--- src/hdl/smft_pkg.sv ---
// ----------------------------------------------------------------------------
// smft_pkg
// Shared types and constants of the sparse matrix fast transpose core.
// ----------------------------------------------------------------------------
package smft_pkg;

  localparam int MAX_TERMS  = 32;
  localparam int MAX_DIM    = 32;
  localparam int VALUE_BITS = 16;

  localparam int ROW_W   = 5;
  localparam int COL_W   = 5;
  localparam int REG_W   = 6;
  localparam int APB_AW  = 3;
  localparam int APB_DW  = 32;
  localparam int REG_LSB = 2;

  localparam int TIDX_W     = $clog2(MAX_TERMS);
  localparam int CNT_W      = $clog2(MAX_TERMS + 1);
  localparam int CADDR_W    = $clog2(MAX_DIM);
  localparam int LOC_W      = TIDX_W + 1;
  localparam int TRAM_DEPTH = 2 ** LOC_W;

  localparam logic [REG_W-1:0] RESET_DIM = REG_W'(32);

  typedef struct packed {
    logic [ROW_W-1:0]             row;
    logic [COL_W-1:0]             col;
    logic signed [VALUE_BITS-1:0] value;
  } term_t;

  localparam int TERM_W = $bits(term_t);

  typedef struct packed {
    logic [REG_W-1:0] rows;
    logic [REG_W-1:0] cols;
  } cfg_t;

  typedef enum logic {
    REG_ROWS = 1'b0,
    REG_COLS = 1'b1
  } reg_e;

  typedef enum logic {
    OP_LOAD   = 1'b0,
    OP_FINISH = 1'b1
  } op_e;

  typedef enum logic [11:0] {
    S_IDLE    = 12'b0000_0000_0001,
    S_CLR     = 12'b0000_0000_0010,
    S_CNT_RD  = 12'b0000_0000_0100,
    S_CNT_COL = 12'b0000_0000_1000,
    S_CNT_WR  = 12'b0000_0001_0000,
    S_PF_RD   = 12'b0000_0010_0000,
    S_PF_WR   = 12'b0000_0100_0000,
    S_PL_RD   = 12'b0000_1000_0000,
    S_PL_COL  = 12'b0001_0000_0000,
    S_PL_WR   = 12'b0010_0000_0000,
    S_HDR     = 12'b0100_0000_0000,
    S_EMIT    = 12'b1000_0000_0000
  } state_e;

endpackage

--- src/hdl/smft_ram.sv ---
// ----------------------------------------------------------------------------
// smft_ram
// Generic simple dual-port RAM, one write port, one registered read port.
// ----------------------------------------------------------------------------
module smft_ram #(
  parameter int WIDTH = 8,
  parameter int DEPTH = 32
) (
  input  logic                     clk_i,
  input  logic                     we_i,
  input  logic [$clog2(DEPTH)-1:0] waddr_i,
  input  logic [WIDTH-1:0]         wdata_i,
  input  logic                     re_i,
  input  logic [$clog2(DEPTH)-1:0] raddr_i,
  output logic [WIDTH-1:0]         rdata_o
);

  logic [WIDTH-1:0] mem_q [DEPTH];
  logic [WIDTH-1:0] rdata_q;

  always_ff @(posedge clk_i) begin
    if (we_i) begin
      mem_q[waddr_i] <= wdata_i;
    end
    if (re_i) begin
      rdata_q <= mem_q[raddr_i];
    end
  end

  assign rdata_o = rdata_q;

endmodule

--- src/hdl/smft_cfg.sv ---
// ----------------------------------------------------------------------------
// smft_cfg
// APB register file for the matrix dimensions, with clamped effective values.
// ----------------------------------------------------------------------------
module smft_cfg import smft_pkg::*; (
  input  logic              clk_i,
  input  logic              rst_ni,
  input  logic              psel,
  input  logic              penable,
  input  logic              pwrite,
  input  logic [APB_AW-1:0] paddr,
  input  logic [APB_DW-1:0] pwdata,
  output logic [APB_DW-1:0] prdata,
  output logic              pready,
  output cfg_t              cfg_o
);

  logic [REG_W-1:0] rows_q, rows_d;
  logic [REG_W-1:0] cols_q, cols_d;
  logic             wr_en;
  reg_e             reg_sel;

  function automatic logic [REG_W-1:0] clamp_dim(input logic [REG_W-1:0] v);
    logic [REG_W-1:0] r;
    r = v;
    if (v == '0) begin
      r = REG_W'(1);
    end else if (v > REG_W'(MAX_DIM)) begin
      r = REG_W'(MAX_DIM);
    end
    return r;
  endfunction

  assign wr_en   = psel && penable && pwrite && pready;
  assign reg_sel = reg_e'(paddr[REG_LSB]);
  assign pready  = 1'b1;

  always_comb begin
    rows_d = rows_q;
    cols_d = cols_q;
    if (wr_en) begin
      case (reg_sel)
        REG_ROWS: rows_d = pwdata[REG_W-1:0];
        REG_COLS: cols_d = pwdata[REG_W-1:0];
        default: ;
      endcase
    end
  end

  always_ff @(posedge clk_i or negedge rst_ni) begin
    if (!rst_ni) begin
      rows_q <= RESET_DIM;
      cols_q <= RESET_DIM;
    end else begin
      rows_q <= rows_d;
      cols_q <= cols_d;
    end
  end

  always_comb begin
    case (reg_sel)
      REG_ROWS: prdata = APB_DW'(rows_q);
      REG_COLS: prdata = APB_DW'(cols_q);
      default:  prdata = '0;
    endcase
  end

  assign cfg_o.rows = clamp_dim(rows_q);
  assign cfg_o.cols = clamp_dim(cols_q);

endmodule

--- src/hdl/sparse_matrix_fast_transpose_core.sv ---
// ----------------------------------------------------------------------------
// sparse_matrix_fast_transpose_core
// Sparse matrix transpose in coordinate form by column counts and prefix sums.
//
// Input transactions are taken at a clock edge with start high and busy low.
// A load (op 0) stores one (row, column, value) term and yields no result;
// loads can follow back to back. A term past capacity or with a column
// outside the matrix is dropped and flags overflow in the header.
// A finish (op 1) raises busy and runs a sequencer over two RAMs: a term RAM
// (stored terms and the placed, transposed terms) and a column RAM (counts,
// then start positions). It first clears the used columns of the column RAM,
// then counts the stored terms per column, turns the counts into start
// positions by prefix sums and places each term at its position in the
// upper half; a term whose column is now outside the matrix is skipped in
// both passes and flags overflow. Then it emits one header and one term
// per cycle; an empty store goes straight from the clear to the header.
// Each result is shown for one cycle with result_valid_o; the receiver
// cannot stall, so the run never pauses. last_o marks the final result.
// Reset empties the term store and sets both dimensions to 32; the column
// RAM needs no clearing pass since each finish clears the used columns.
// ----------------------------------------------------------------------------
module sparse_matrix_fast_transpose_core import smft_pkg::*; (
  input  logic                         clk_i,
  input  logic                         rst_ni,
  input  logic                         start,
  output logic                         busy,
  input  logic                         op_i,
  input  logic [ROW_W-1:0]             term_row_i,
  input  logic [COL_W-1:0]             term_col_i,
  input  logic signed [VALUE_BITS-1:0] term_value_i,
  input  logic                         psel,
  input  logic                         penable,
  input  logic                         pwrite,
  input  logic [APB_AW-1:0]            paddr,
  input  logic [APB_DW-1:0]            pwdata,
  output logic [APB_DW-1:0]            prdata,
  output logic                         pready,
  output logic                         result_valid_o,
  output logic                         is_header_o,
  output logic [REG_W-1:0]             out_row_o,
  output logic [REG_W-1:0]             out_col_o,
  output logic signed [VALUE_BITS-1:0] out_value_o,
  output logic                         overflow_o,
  output logic                         last_o
);

  cfg_t cfg;

  state_e           state_q, state_d;
  logic [CNT_W-1:0] tcount_q, tcount_d;
  logic [CNT_W-1:0] idx_q, idx_d;
  logic [CNT_W-1:0] kept_q, kept_d;
  logic [CNT_W-1:0] sum_q, sum_d;
  logic [REG_W-1:0] col_q, col_d;
  logic             dropped_q, dropped_d;
  logic             ovf_q, ovf_d;

  logic                         res_valid_q, res_valid_d;
  logic                         res_hdr_q, res_hdr_d;
  logic [REG_W-1:0]             res_row_q, res_row_d;
  logic [REG_W-1:0]             res_col_q, res_col_d;
  logic signed [VALUE_BITS-1:0] res_val_q, res_val_d;
  logic                         res_ovf_q, res_ovf_d;
  logic                         res_last_q, res_last_d;

  logic               t_we, t_re;
  logic [LOC_W-1:0]   t_waddr, t_raddr;
  term_t              t_wdata;
  logic [TERM_W-1:0]  t_rdata;
  term_t              t_rd;
  logic               c_we, c_re;
  logic [CADDR_W-1:0] c_waddr, c_raddr;
  logic [CNT_W-1:0]   c_wdata, c_rdata;

  logic               load_ok;
  logic               rd_col_ok;
  logic [CADDR_W-1:0] rd_col_addr;
  logic               last_term;
  logic               last_col;
  term_t              in_term;

  smft_cfg u_cfg (
    .clk_i   (clk_i),
    .rst_ni  (rst_ni),
    .psel    (psel),
    .penable (penable),
    .pwrite  (pwrite),
    .paddr   (paddr),
    .pwdata  (pwdata),
    .prdata  (prdata),
    .pready  (pready),
    .cfg_o   (cfg)
  );

  // lower half holds loaded terms, upper half the transposed order
  smft_ram #(
    .WIDTH (TERM_W),
    .DEPTH (TRAM_DEPTH)
  ) u_term_ram (
    .clk_i   (clk_i),
    .we_i    (t_we),
    .waddr_i (t_waddr),
    .wdata_i (t_wdata),
    .re_i    (t_re),
    .raddr_i (t_raddr),
    .rdata_o (t_rdata)
  );

  // column counts, rewritten in place as start positions
  smft_ram #(
    .WIDTH (CNT_W),
    .DEPTH (MAX_DIM)
  ) u_col_ram (
    .clk_i   (clk_i),
    .we_i    (c_we),
    .waddr_i (c_waddr),
    .wdata_i (c_wdata),
    .re_i    (c_re),
    .raddr_i (c_raddr),
    .rdata_o (c_rdata)
  );

  assign t_rd          = term_t'(t_rdata);
  assign in_term.row   = term_row_i;
  assign in_term.col   = term_col_i;
  assign in_term.value = term_value_i;

  assign load_ok     = (tcount_q < CNT_W'(MAX_TERMS)) && (REG_W'(term_col_i) < cfg.cols);
  assign rd_col_ok   = REG_W'(t_rd.col) < cfg.cols;
  assign rd_col_addr = CADDR_W'(t_rd.col);
  assign last_term   = (idx_q + CNT_W'(1)) == tcount_q;
  assign last_col    = (col_q + REG_W'(1)) == cfg.cols;

  always_comb begin
    state_d     = state_q;
    tcount_d    = tcount_q;
    idx_d       = idx_q;
    kept_d      = kept_q;
    sum_d       = sum_q;
    col_d       = col_q;
    dropped_d   = dropped_q;
    ovf_d       = ovf_q;
    res_valid_d = 1'b0;
    res_hdr_d   = res_hdr_q;
    res_row_d   = res_row_q;
    res_col_d   = res_col_q;
    res_val_d   = res_val_q;
    res_ovf_d   = res_ovf_q;
    res_last_d  = res_last_q;
    t_we        = 1'b0;
    t_waddr     = '0;
    t_wdata     = in_term;
    t_re        = 1'b0;
    t_raddr     = '0;
    c_we        = 1'b0;
    c_waddr     = '0;
    c_wdata     = '0;
    c_re        = 1'b0;
    c_raddr     = '0;

    case (state_q)
      S_IDLE: begin
        if (start && op_e'(op_i) == OP_LOAD) begin
          if (load_ok) begin
            t_we     = 1'b1;
            t_waddr  = {1'b0, tcount_q[TIDX_W-1:0]};
            tcount_d = tcount_q + CNT_W'(1);
          end else begin
            dropped_d = 1'b1;
          end
        end else if (start && op_e'(op_i) == OP_FINISH) begin
          state_d = S_CLR;
          col_d   = '0;
          idx_d   = '0;
          kept_d  = '0;
          ovf_d   = dropped_q;
        end
      end
      S_CLR: begin
        c_we    = 1'b1;
        c_waddr = col_q[CADDR_W-1:0];
        col_d   = col_q + REG_W'(1);
        if (last_col) begin
          state_d = (tcount_q == '0) ? S_HDR : S_CNT_RD;
        end
      end
      S_CNT_RD: begin
        t_re    = 1'b1;
        t_raddr = {1'b0, idx_q[TIDX_W-1:0]};
        state_d = S_CNT_COL;
      end
      S_CNT_COL: begin
        if (rd_col_ok) begin
          c_re    = 1'b1;
          c_raddr = rd_col_addr;
          state_d = S_CNT_WR;
        end else begin
          ovf_d = 1'b1;
          idx_d = idx_q + CNT_W'(1);
          if (last_term) begin
            state_d = S_PF_RD;
            col_d   = '0;
            sum_d   = '0;
          end else begin
            state_d = S_CNT_RD;
          end
        end
      end
      S_CNT_WR: begin
        c_we    = 1'b1;
        c_waddr = rd_col_addr;
        c_wdata = c_rdata + CNT_W'(1);
        kept_d  = kept_q + CNT_W'(1);
        idx_d   = idx_q + CNT_W'(1);
        if (last_term) begin
          state_d = S_PF_RD;
          col_d   = '0;
          sum_d   = '0;
        end else begin
          state_d = S_CNT_RD;
        end
      end
      S_PF_RD: begin
        c_re    = 1'b1;
        c_raddr = col_q[CADDR_W-1:0];
        state_d = S_PF_WR;
      end
      S_PF_WR: begin
        c_we    = 1'b1;
        c_waddr = col_q[CADDR_W-1:0];
        c_wdata = sum_q;
        sum_d   = sum_q + c_rdata;
        col_d   = col_q + REG_W'(1);
        if (last_col) begin
          state_d = S_PL_RD;
          idx_d   = '0;
        end else begin
          state_d = S_PF_RD;
        end
      end
      S_PL_RD: begin
        t_re    = 1'b1;
        t_raddr = {1'b0, idx_q[TIDX_W-1:0]};
        state_d = S_PL_COL;
      end
      S_PL_COL: begin
        if (rd_col_ok) begin
          c_re    = 1'b1;
          c_raddr = rd_col_addr;
          state_d = S_PL_WR;
        end else begin
          idx_d = idx_q + CNT_W'(1);
          if (last_term) begin
            state_d = S_HDR;
            idx_d   = '0;
          end else begin
            state_d = S_PL_RD;
          end
        end
      end
      S_PL_WR: begin
        t_we    = 1'b1;
        t_waddr = {1'b1, c_rdata[TIDX_W-1:0]};
        t_wdata = t_rd;
        c_we    = 1'b1;
        c_waddr = rd_col_addr;
        c_wdata = c_rdata + CNT_W'(1);
        idx_d   = idx_q + CNT_W'(1);
        if (last_term) begin
          state_d = S_HDR;
          idx_d   = '0;
        end else begin
          state_d = S_PL_RD;
        end
      end
      S_HDR: begin
        res_valid_d = 1'b1;
        res_hdr_d   = 1'b1;
        res_row_d   = cfg.cols;
        res_col_d   = cfg.rows;
        res_val_d   = VALUE_BITS'(kept_q);
        res_ovf_d   = ovf_q;
        res_last_d  = (kept_q == '0);
        tcount_d    = '0;
        dropped_d   = 1'b0;
        if (kept_q == '0) begin
          state_d = S_IDLE;
        end else begin
          t_re    = 1'b1;
          t_raddr = {1'b1, idx_q[TIDX_W-1:0]};
          idx_d   = idx_q + CNT_W'(1);
          state_d = S_EMIT;
        end
      end
      S_EMIT: begin
        res_valid_d = 1'b1;
        res_hdr_d   = 1'b0;
        res_row_d   = REG_W'(t_rd.col);
        res_col_d   = REG_W'(t_rd.row);
        res_val_d   = t_rd.value;
        res_ovf_d   = 1'b0;
        res_last_d  = (idx_q == kept_q);
        if (idx_q == kept_q) begin
          state_d = S_IDLE;
        end else begin
          t_re    = 1'b1;
          t_raddr = {1'b1, idx_q[TIDX_W-1:0]};
          idx_d   = idx_q + CNT_W'(1);
        end
      end
      default: begin
        state_d = S_IDLE;
      end
    endcase
  end

  always_ff @(posedge clk_i or negedge rst_ni) begin
    if (!rst_ni) begin
      state_q     <= S_IDLE;
      tcount_q    <= '0;
      idx_q       <= '0;
      kept_q      <= '0;
      sum_q       <= '0;
      col_q       <= '0;
      dropped_q   <= 1'b0;
      ovf_q       <= 1'b0;
      res_valid_q <= 1'b0;
    end else begin
      state_q     <= state_d;
      tcount_q    <= tcount_d;
      idx_q       <= idx_d;
      kept_q      <= kept_d;
      sum_q       <= sum_d;
      col_q       <= col_d;
      dropped_q   <= dropped_d;
      ovf_q       <= ovf_d;
      res_valid_q <= res_valid_d;
    end
  end

  always_ff @(posedge clk_i) begin
    res_hdr_q  <= res_hdr_d;
    res_row_q  <= res_row_d;
    res_col_q  <= res_col_d;
    res_val_q  <= res_val_d;
    res_ovf_q  <= res_ovf_d;
    res_last_q <= res_last_d;
  end

  assign busy           = (state_q != S_IDLE);
  assign result_valid_o = res_valid_q;
  assign is_header_o    = res_hdr_q;
  assign out_row_o      = res_row_q;
  assign out_col_o      = res_col_q;
  assign out_value_o    = res_val_q;
  assign overflow_o     = res_ovf_q;
  assign last_o         = res_last_q;

  a_run_continues: assert property (@(posedge clk_i) disable iff (!rst_ni)
    result_valid_o && !last_o |-> busy)
    else $error("transaction run ended without last");

  a_store_bound: assert property (@(posedge clk_i) disable iff (!rst_ni)
    tcount_q <= CNT_W'(MAX_TERMS))
    else $error("term count past capacity");

  a_header_origin: assert property (@(posedge clk_i) disable iff (!rst_ni)
    result_valid_o && is_header_o |-> $past(state_q == S_HDR))
    else $error("header outside header step");

  a_emit_bound: assert property (@(posedge clk_i) disable iff (!rst_ni)
    state_q == S_EMIT |-> idx_q <= kept_q)
    else $error("emit index past kept terms");

endmodule
--- config.mk ---
export PLATFORM = sky130hd
export DESIGN_NAME = sparse_matrix_fast_transpose_core
export DESIGN_NICKNAME = d
export VERILOG_FILES = /design/src/hdl/smft_pkg.sv /design/src/hdl/smft_ram.sv /design/src/hdl/smft_cfg.sv /design/src/hdl/sparse_matrix_fast_transpose_core.sv
export SDC_FILE = /design/constraint.sdc
export NUM_CORES = 2
export LEC_CHECK = 0
export BUFFER_PORTS_ARGS = -buffer_cell sky130_fd_sc_hd__buf_2
export CORE_MARGIN = 4
export CORE_UTILIZATION = 67
export CTS_CLUSTER_DIAMETER = 50
export CTS_CLUSTER_SIZE = 28
export DETAILED_ROUTE_END_ITERATION = 16
export MAX_ROUTING_LAYER = met4
export PLACE_DENSITY = 0.84
export SYNTH_ARGS = -nofsm -noshare
export SYNTH_HDL_FRONTEND = slang
export SYNTH_SLANG_ARGS = --single-unit
--- constraint.sdc ---
create_clock -name clk_i -period 8.05 [get_ports clk_i]
set_input_delay 1.61 -clock clk_i [delete_from_list [all_inputs] [get_ports clk_i]]
set_output_delay 1.61 -clock clk_i [all_outputs]
set_load 0.01 [all_outputs]
Word level (Yosys, flattened, before mapping)
Memories as Yosys holds them, arrays and structs flattened. A register that Yosys moved wholly into a read port is not among the register bits.
Index checks and enable logic that the tools add are counted.
W data, S select, Z words.
{"block": "classes", "add_sub_neg": 6, "n_lt_le_gt_ge": 5, "eq_ne": 28, "muxes": 74, "n_bitwise": 2, "n_reduce_logical": 32}
{"operator": "$pmux W12 S12", "n": 1}
{"operator": "$mux W6", "n": 22}
{"operator": "$pmux W6 S2", "n": 6}
{"operator": "$pmux W32 S2", "n": 1}
{"operator": "$mux W12", "n": 5}
{"operator": "$pmux W6 S8", "n": 1}
{"operator": "$pmux W6 S3", "n": 2}
{"operator": "$mux W11", "n": 3}
{"operator": "$pmux W16 S2", "n": 1}
{"operator": "$add A6 B1 Y6 const B", "n": 5}
{"operator": "$mux W26", "n": 1}
{"operator": "$logic_not A6 Y1", "n": 4}
{"operator": "$ne A2 B2 Y1 const B", "n": 12}
{"operator": "$pmux W6 S4", "n": 1}
{"operator": "$pmux W5 S2", "n": 2}
{"operator": "$eq A6 B6 Y1", "n": 3}
{"operator": "$mux W1", "n": 16}
{"operator": "$mux W5", "n": 3}
{"operator": "$pmux W1 S2", "n": 7}
{"operator": "$eq A12 B1 Y1 const B", "n": 1}
{"operator": "$eq A12 B10 Y1 const B", "n": 1}
{"operator": "$eq A12 B11 Y1 const B", "n": 1}
{"operator": "$eq A12 B12 Y1 const B", "n": 1}
{"operator": "$eq A12 B2 Y1 const B", "n": 1}
{"operator": "other kinds (26)", "n": 46}
{"block": "word_totals", "ff_bits": 88, "mem_bits_rw": 1856, "inputBits": 68, "output_inout_bits": 66, "mem_count": 2}
{"name": "u_term_ram.mem_q", "depth": 64, "word_bits": 26, "read_ports": 1, "rd_ports_with_merged_regs": 1, "write_ports": 1, "line_no": "smft_ram.sv:18", "rtl": "logic [WIDTH-1:0] mem_q [DEPTH];"}
{"name": "u_col_ram.mem_q", "depth": 32, "word_bits": 6, "read_ports": 1, "rd_ports_with_merged_regs": 1, "write_ports": 1, "line_no": "smft_ram.sv:18"}

Longest topological paths before layout
{"block": "depth", "ltp_word": 10, "mapped_depth": 14}

Modules after synthesis
From an unflattened synthesis, not the netlist that was laid out.
{"block": "unflattened", "hier_cells": 3784, "hier_area_um2": 77829.6}
{"mod": "smft_ram at u_term_ram", "instances": 1, "cells_per_inst": 2841, "area_each_um2": 64443.1}
{"mod": "smft_ram at u_col_ram", "instances": 1, "cells_per_inst": 323, "area_each_um2": 7649.8}
{"mod": "sparse_matrix_fast_transpose_core", "instances": 1, "cells_per_inst": 541, "area_each_um2": 4885.9}
{"mod": "smft_cfg", "instances": 1, "cells_per_inst": 79, "area_each_um2": 850.8}

Worst setup path before layout
Ideal clock, no wire load.
{"block": "synth_path", "kind": "input to register", "startpoint": "input term_col_i[4]", "endpoint": "memory u_term_ram.mem_q[33][0] in the netlist's numbering (enable)", "setup_ps": 442, "t_arrival_ps": 5112, "required_time_ps": 7608, "slack_ps": 2497, "cell_stages": 9, "cell_sequence": "ha_1 > o211a_1 > a211oi_1 > o21ai_0 > nor2b_1 > clkbuf_1 > a31oi_1 > clkbuf_1 > nor3_1"}
{"block": "synth_between", "elab_chain_cells": 7, "word_cells_on_any_way": 10, "cone_classes": "1 x order compare; 8 x mux; 1 x reduce/logical"}
{"item": "from (decl)", "line_no": "sparse_matrix_fast_transpose_core.sv:29", "rtl": "input logic [COL_W-1:0] term_col_i,"}
{"item": "$lt A5 B6 Y1 (*)", "line_no": "sparse_matrix_fast_transpose_core.sv:128", "rtl": "assign load_ok = (tcount_q < CNT_W'(MAX_TERMS)) && (REG_W'(term_col_i) < cfg.cols);"}
{"item": "$logic_and A1 B1 Y1 (*)", "line_no": "sparse_matrix_fast_transpose_core.sv:128"}
{"item": "$mux W1", "line_no": "sparse_matrix_fast_transpose_core.sv:164", "rtl": "if (load_ok) begin"}
{"item": "$mux W1", "line_no": "sparse_matrix_fast_transpose_core.sv:163", "rtl": "if (start && op_e'(op_i) == OP_LOAD) begin"}
{"item": "$pmux W1 S2", "line_no": "sparse_matrix_fast_transpose_core.sv:161", "rtl": "case (state_q)"}
{"item": "$mux W1", "line_no": "smft_ram.sv:22", "rtl": "if (we_i) begin"}
{"item": "$mux W1 (implied by the code)", "line_no": "smft_ram.sv:23", "rtl": "mem_q[waddr_i] <= wdata_i;"}
{"item": "to (decl)", "line_no": "smft_ram.sv:18"}
Every way passes the cells marked *; elsewhere a longest branch is shown, timed or not.

Worst setup path in the final report
{"block": "layout_path", "startpoint": "register state_q[5]", "endpoint": "register u_term_ram.rdata_q[21] (netlist: u_term_ram.rdata_o[21]) (read register of u_term_ram.mem_q) (data pin)"}
{"block": "layout_between", "elab_chain_cells": 3, "word_cells_on_any_way": 7, "cone_classes": "4 x eq/ne; 2 x mux; 1 x reduce/logical"}
{"item": "from (decl)", "line_no": "sparse_matrix_fast_transpose_core.sv:49", "rtl": "state_e state_q, state_d;"}
{"item": "from (signal assigned)", "line_no": "sparse_matrix_fast_transpose_core.sv:329", "rtl": "state_q <= state_d;"}
{"item": "$eq A12 B8 Y1 or $eq A12 B3 Y1 (tied branches)", "line_no": "sparse_matrix_fast_transpose_core.sv:161"}
{"item": "$reduce_or A2 Y1 (no source line)"}
{"item": "$pmux W6 S3 or $pmux W1 S3 (tied branches)", "line_no": "sparse_matrix_fast_transpose_core.sv:161"}
{"item": "to (decl)", "line_no": "smft_ram.sv:19", "rtl": "logic [WIDTH-1:0] rdata_q;"}
Parallel ways exist; a longest one is shown, timed or not.
A chain may end at the register's enable or synchronous reset.

==> flow_metrics.py <==
metrics = {
    "run_status": {
        "status": "finished, violations left",
        "violations": "max-capacitance violations, max-slew violations",
    },
    "logic_synthesis": {
        "synthFlopType": "edfxtp_1",
        "yosysWarningCount": 0,
        "yosys_register_bits": 1942,
        "syn-cell-area_um2": 79900,
        "syn_area_per_cell_um2": 15.0,
        "synth.distinct_cells": 101,
        "ys_seq_area_frac": 0.726,
        "synth_enable_flop_cells": 1886,
        "synth_cells": 5325,
        "async_flop_share": 0.0288,
    },
    "pwr": {
        "power_frac_clock": 0.372,
        "switching_power_mw": 4.59,
        "combPwrFrac": 0.056,
        "p_sw_frac": 0.233,
        "powerDensity_nw_per_um2": 226,
        "p_int_mw": 15.1,
        "ir_drop_mv": 0.253,
        "total_power_mw": 19.7,
        "seq_power_share": 0.572,
        "p_leak_nw": 27.4,
    },
    "clocking": {
        "cts_tree": "done",
        "cts_setup_buffers": 0,
        "clk_pin_slew_worst_paths_ps": 90,
        "worstSkewPairLatency_ps": 780,
        "cts_root_buf": "clkbuf_16",
        "cts-buffers-inserted": 141,
        "hold_buffers": 0,
        "clk_path_buf_depth": 3,
        "clock_sinks": 1942,
        "htreeDepth": 4,
        "cts_resized": 0,
    },
    "finish": {
        "drive_above_1_share": 0.143,
        "final_cells": 7029,
        "area_growth_pct": 9.23,
        "fillers": 6625,
        "fin_nets": 5453,
        "final_cell_area_um2": 87300,
    },
    "drt": {
        "routed_wirelength_mm": 225,
        "initialDrtViolationCount": 9722,
        "num_vias": 51980,
        "wl_per_cell_um": 32.1,
        "dr.pass1.iters": 7,
        "drc": 0,
        "ant_nets": 0,
        "viasPerCell": 7.40,
    },
    "timing": {
        "worst_slew_pin_slew_ps": 1630,
        "rsz0062_at_grt": "false",
        "hold_ws_ps": 509,
        "relSlewSlack": -0.103,
        "slew_viol_final": 3,
        "fin_setup_tns_ps": 0,
        "hold_violations": 0,
        "period_share": 0.746,
        "setup_viol": 0,
        "min_period_ps": 6000,
        "fmax_ghz": 0.167,
        "fin_skew_ps": 44.6,
    },
    "placed_design": {
        "dpl.hpwl_mm": 130,
        "io_buffer_count": 78,
        "gp_congestion": 0.941,
        "dp_cells": 6758,
        "placed_area_um2": 82500,
    },
    "critical_path": {
        "reg2reg_slack_ps": 2050,
        "cp-start-kind": "register",
        "cp_data_arrival_time_ps": 6630,
        "worstPathRequired_ps": 8680,
        "worst_setup_path_end_kind": "register",
        "critPathMaxFanout": 32,
        "worstSetupPathType": "register to register",
    },
    "global_route": {
        "antenna_found_initial": 15,
        "grt_overflow": 0,
        "grt_pass1_vias": 50309,
        "track_usage": 0.365,
        "grt_max_degree": 157,
        "grt_pass1_wl_mm": 327,
    },
    "floorplanning": {
        "initial_utilization": 0.676,
        "core_area_um2": 118000,
        "ioPinCount": 134,
        "die_y_um": 353,
        "fp-row-count": 126,
        "die_w_um": 353,
        "die-area_um2": 125000,
    },
    "min_path": {
        "hp-class": "register to register",
    },
    "job": {
        "drv_cap": 1,
    },
}
[layer usage]
metal | up-vias | track usage | wire length (um)
met5 | - | - | 0
met4 | 0 | 0.222 | 16700
met3 | 1030 | 0.102 | 33300
met2 | 4707 | 0.538 | 102000
met1 | 25175 | 0.457 | 73100
li1 | 21068 | - | -
[logic make-up (layout without fill, tap and decap cells)]
logic type,after synthesis,after routing,synth area share
buffers and inverters,442,572,0.0246
multiplexers,455,455,0.0662
other,2,40,0.0000940
AND/OR/NAND/NOR,1174,1174,0.0703
XOR/XNOR,36,36,0.00395
flip-flops,1942,1942,0.726
adder cells (fa/ha/maj),20,20,0.00323
AO/OA/AOI/OAI,1254,1254,0.105
[Yosys cell counts (47+ instances only)]
master / n / area share
nand4_1: 48 / 0.0038
mux2i_1: 354 / 0.044
dfrtp_1: 53 / 0.017
mux4_2: 54 / 0.015
nand2_1: 282 / 0.013
buf_2: 81 / 0.0051
a211oi_1: 66 / 0.0062
nor2_1: 395 / 0.019
mux2_2: 47 / 0.0066
buf_1: 48 / 0.0023
a31oi_1: 51 / 0.0040
o21ai_0: 123 / 0.0077
edfxtp_1: 1886 / 0.71
nor3_1: 110 / 0.0069
clkbuf_1: 214 / 0.010
o311ai_0: 52 / 0.0057
a21oi_1: 460 / 0.029
o211ai_1: 78 / 0.0073
or3_1: 133 / 0.010
nand3_1: 67 / 0.0042
o221ai_1: 58 / 0.0064
[worst paths after layout]
check / from / endpoint / cells past startpoint
hold / removal: sum_q[4] / sum_q[4] / 1
max in group asynchronous: rst_ni / idx_q[0] / 2
setup reg to reg: state_q[5] / u_term_ram.rdata_o[21] / 10
hold reg to reg: sum_q[4] / sum_q[4] / 1
min in group asynchronous: rst_ni / col_q[1] / 2
setup / recovery: state_q[5] / u_term_ram.rdata_o[21] / 10
[cell type report]
| type | count | area, um^2 | share of cell area |
|---|---|---|---|
| antenna | 13 | 32.5 | 0.000373 |
| clock buffer | 158 | 3720 | 0.0426 |
| clock inverter | 100 | 1030 | 0.0118 |
| inverter | 50 | 195 | 0.00224 |
| multi-input combinational | 2966 | 20500 | 0.235 |
| sequential | 1942 | 58100 | 0.665 |
| tap | 1536 | 1920 | 0.0220 |
| timing repair buffer | 264 | 1850 | 0.0212 |
[critical path, cell delays in order, from the launching register on]
cell and delay [ps]:
dfrtp_1 420, nor4_2 920, nand4_2 590, a21o_1 340
buf_4 290, a21oi_4 920, buf_12 300, o311ai_0 180
o211ai_1 330, nor4bb_1 1320, a41o_1 190
[sequential cells by signal (all words and copies together), names as in the netlist, 5 cells and up]
signal and cells:
u_cfg.rows_q 6, u_term_ram.rdata_o 26, kept_q 6, u_cfg.cols_q 6, col_q 6, out_col_o 6, state_q 12, out_value_o 16
out_row_o 6, u_term_ram.mem_q 1664, tcount_q 6, u_col_ram.mem_q 160, idx_q 6, u_col_ram.rdata_o 5, sum_q 5
[power groups by stage]
| stage | Combinational, mW | Sequential [mW] | Clock, mW |
|---|---|---|---|
| 3_3_place_gp | 1.02 | 11.5 | 0 |
| 2_1_floorplan | 0.680 | 11.4 | 0 |
| 5_1_grt | 1.16 | 11.3 | 7.77 |
| 3_5_place_dp | 1.05 | 11.5 | 0 |
| 4_1_cts | 1.06 | 11.3 | 7.34 |
| 6_report | 1.10 | 11.3 | 7.34 |
[per-stage QoR]
stage               utilization  setup slack [ps]
global route              0.738              2080
global placement          0.698              2570
floorplan                     -              2500
CTS                       0.738              2430
detailed placement        0.698              2490
finish                    0.738              2050
[cells in the final DEF, fill, tap and decap left out, types with 18 or more instances in the layout]
cell,count
dfrtp_1,50
nand4_1,48
nor2_2,46
o32ai_1,24
mux2i_1,354
nor3_1,94
a21oi_1,459
buf_2,78
ha_1,19
inv_6,20
mux2_2,47
a31o_2,18
o21ai_0,114
and2_1,33
a211oi_1,65
nor3_2,18
a22oi_1,37
nor2_1,347
edfxtp_1,1886
nand3_1,67
o211a_1,26
clkbuf_16,147
a311oi_1,19
nand2_1,257
o221ai_1,58
a221oi_1,33
a31oi_1,49
or3_1,133
o22ai_1,30
xor2_1,22
buf_4,181
o211ai_1,78
mux4_2,54
inv_1,42
nand2_2,23
conb_1,27
a22o_1,25
o311ai_0,52
No activity file was read; power rests on OpenSTA's default activity.
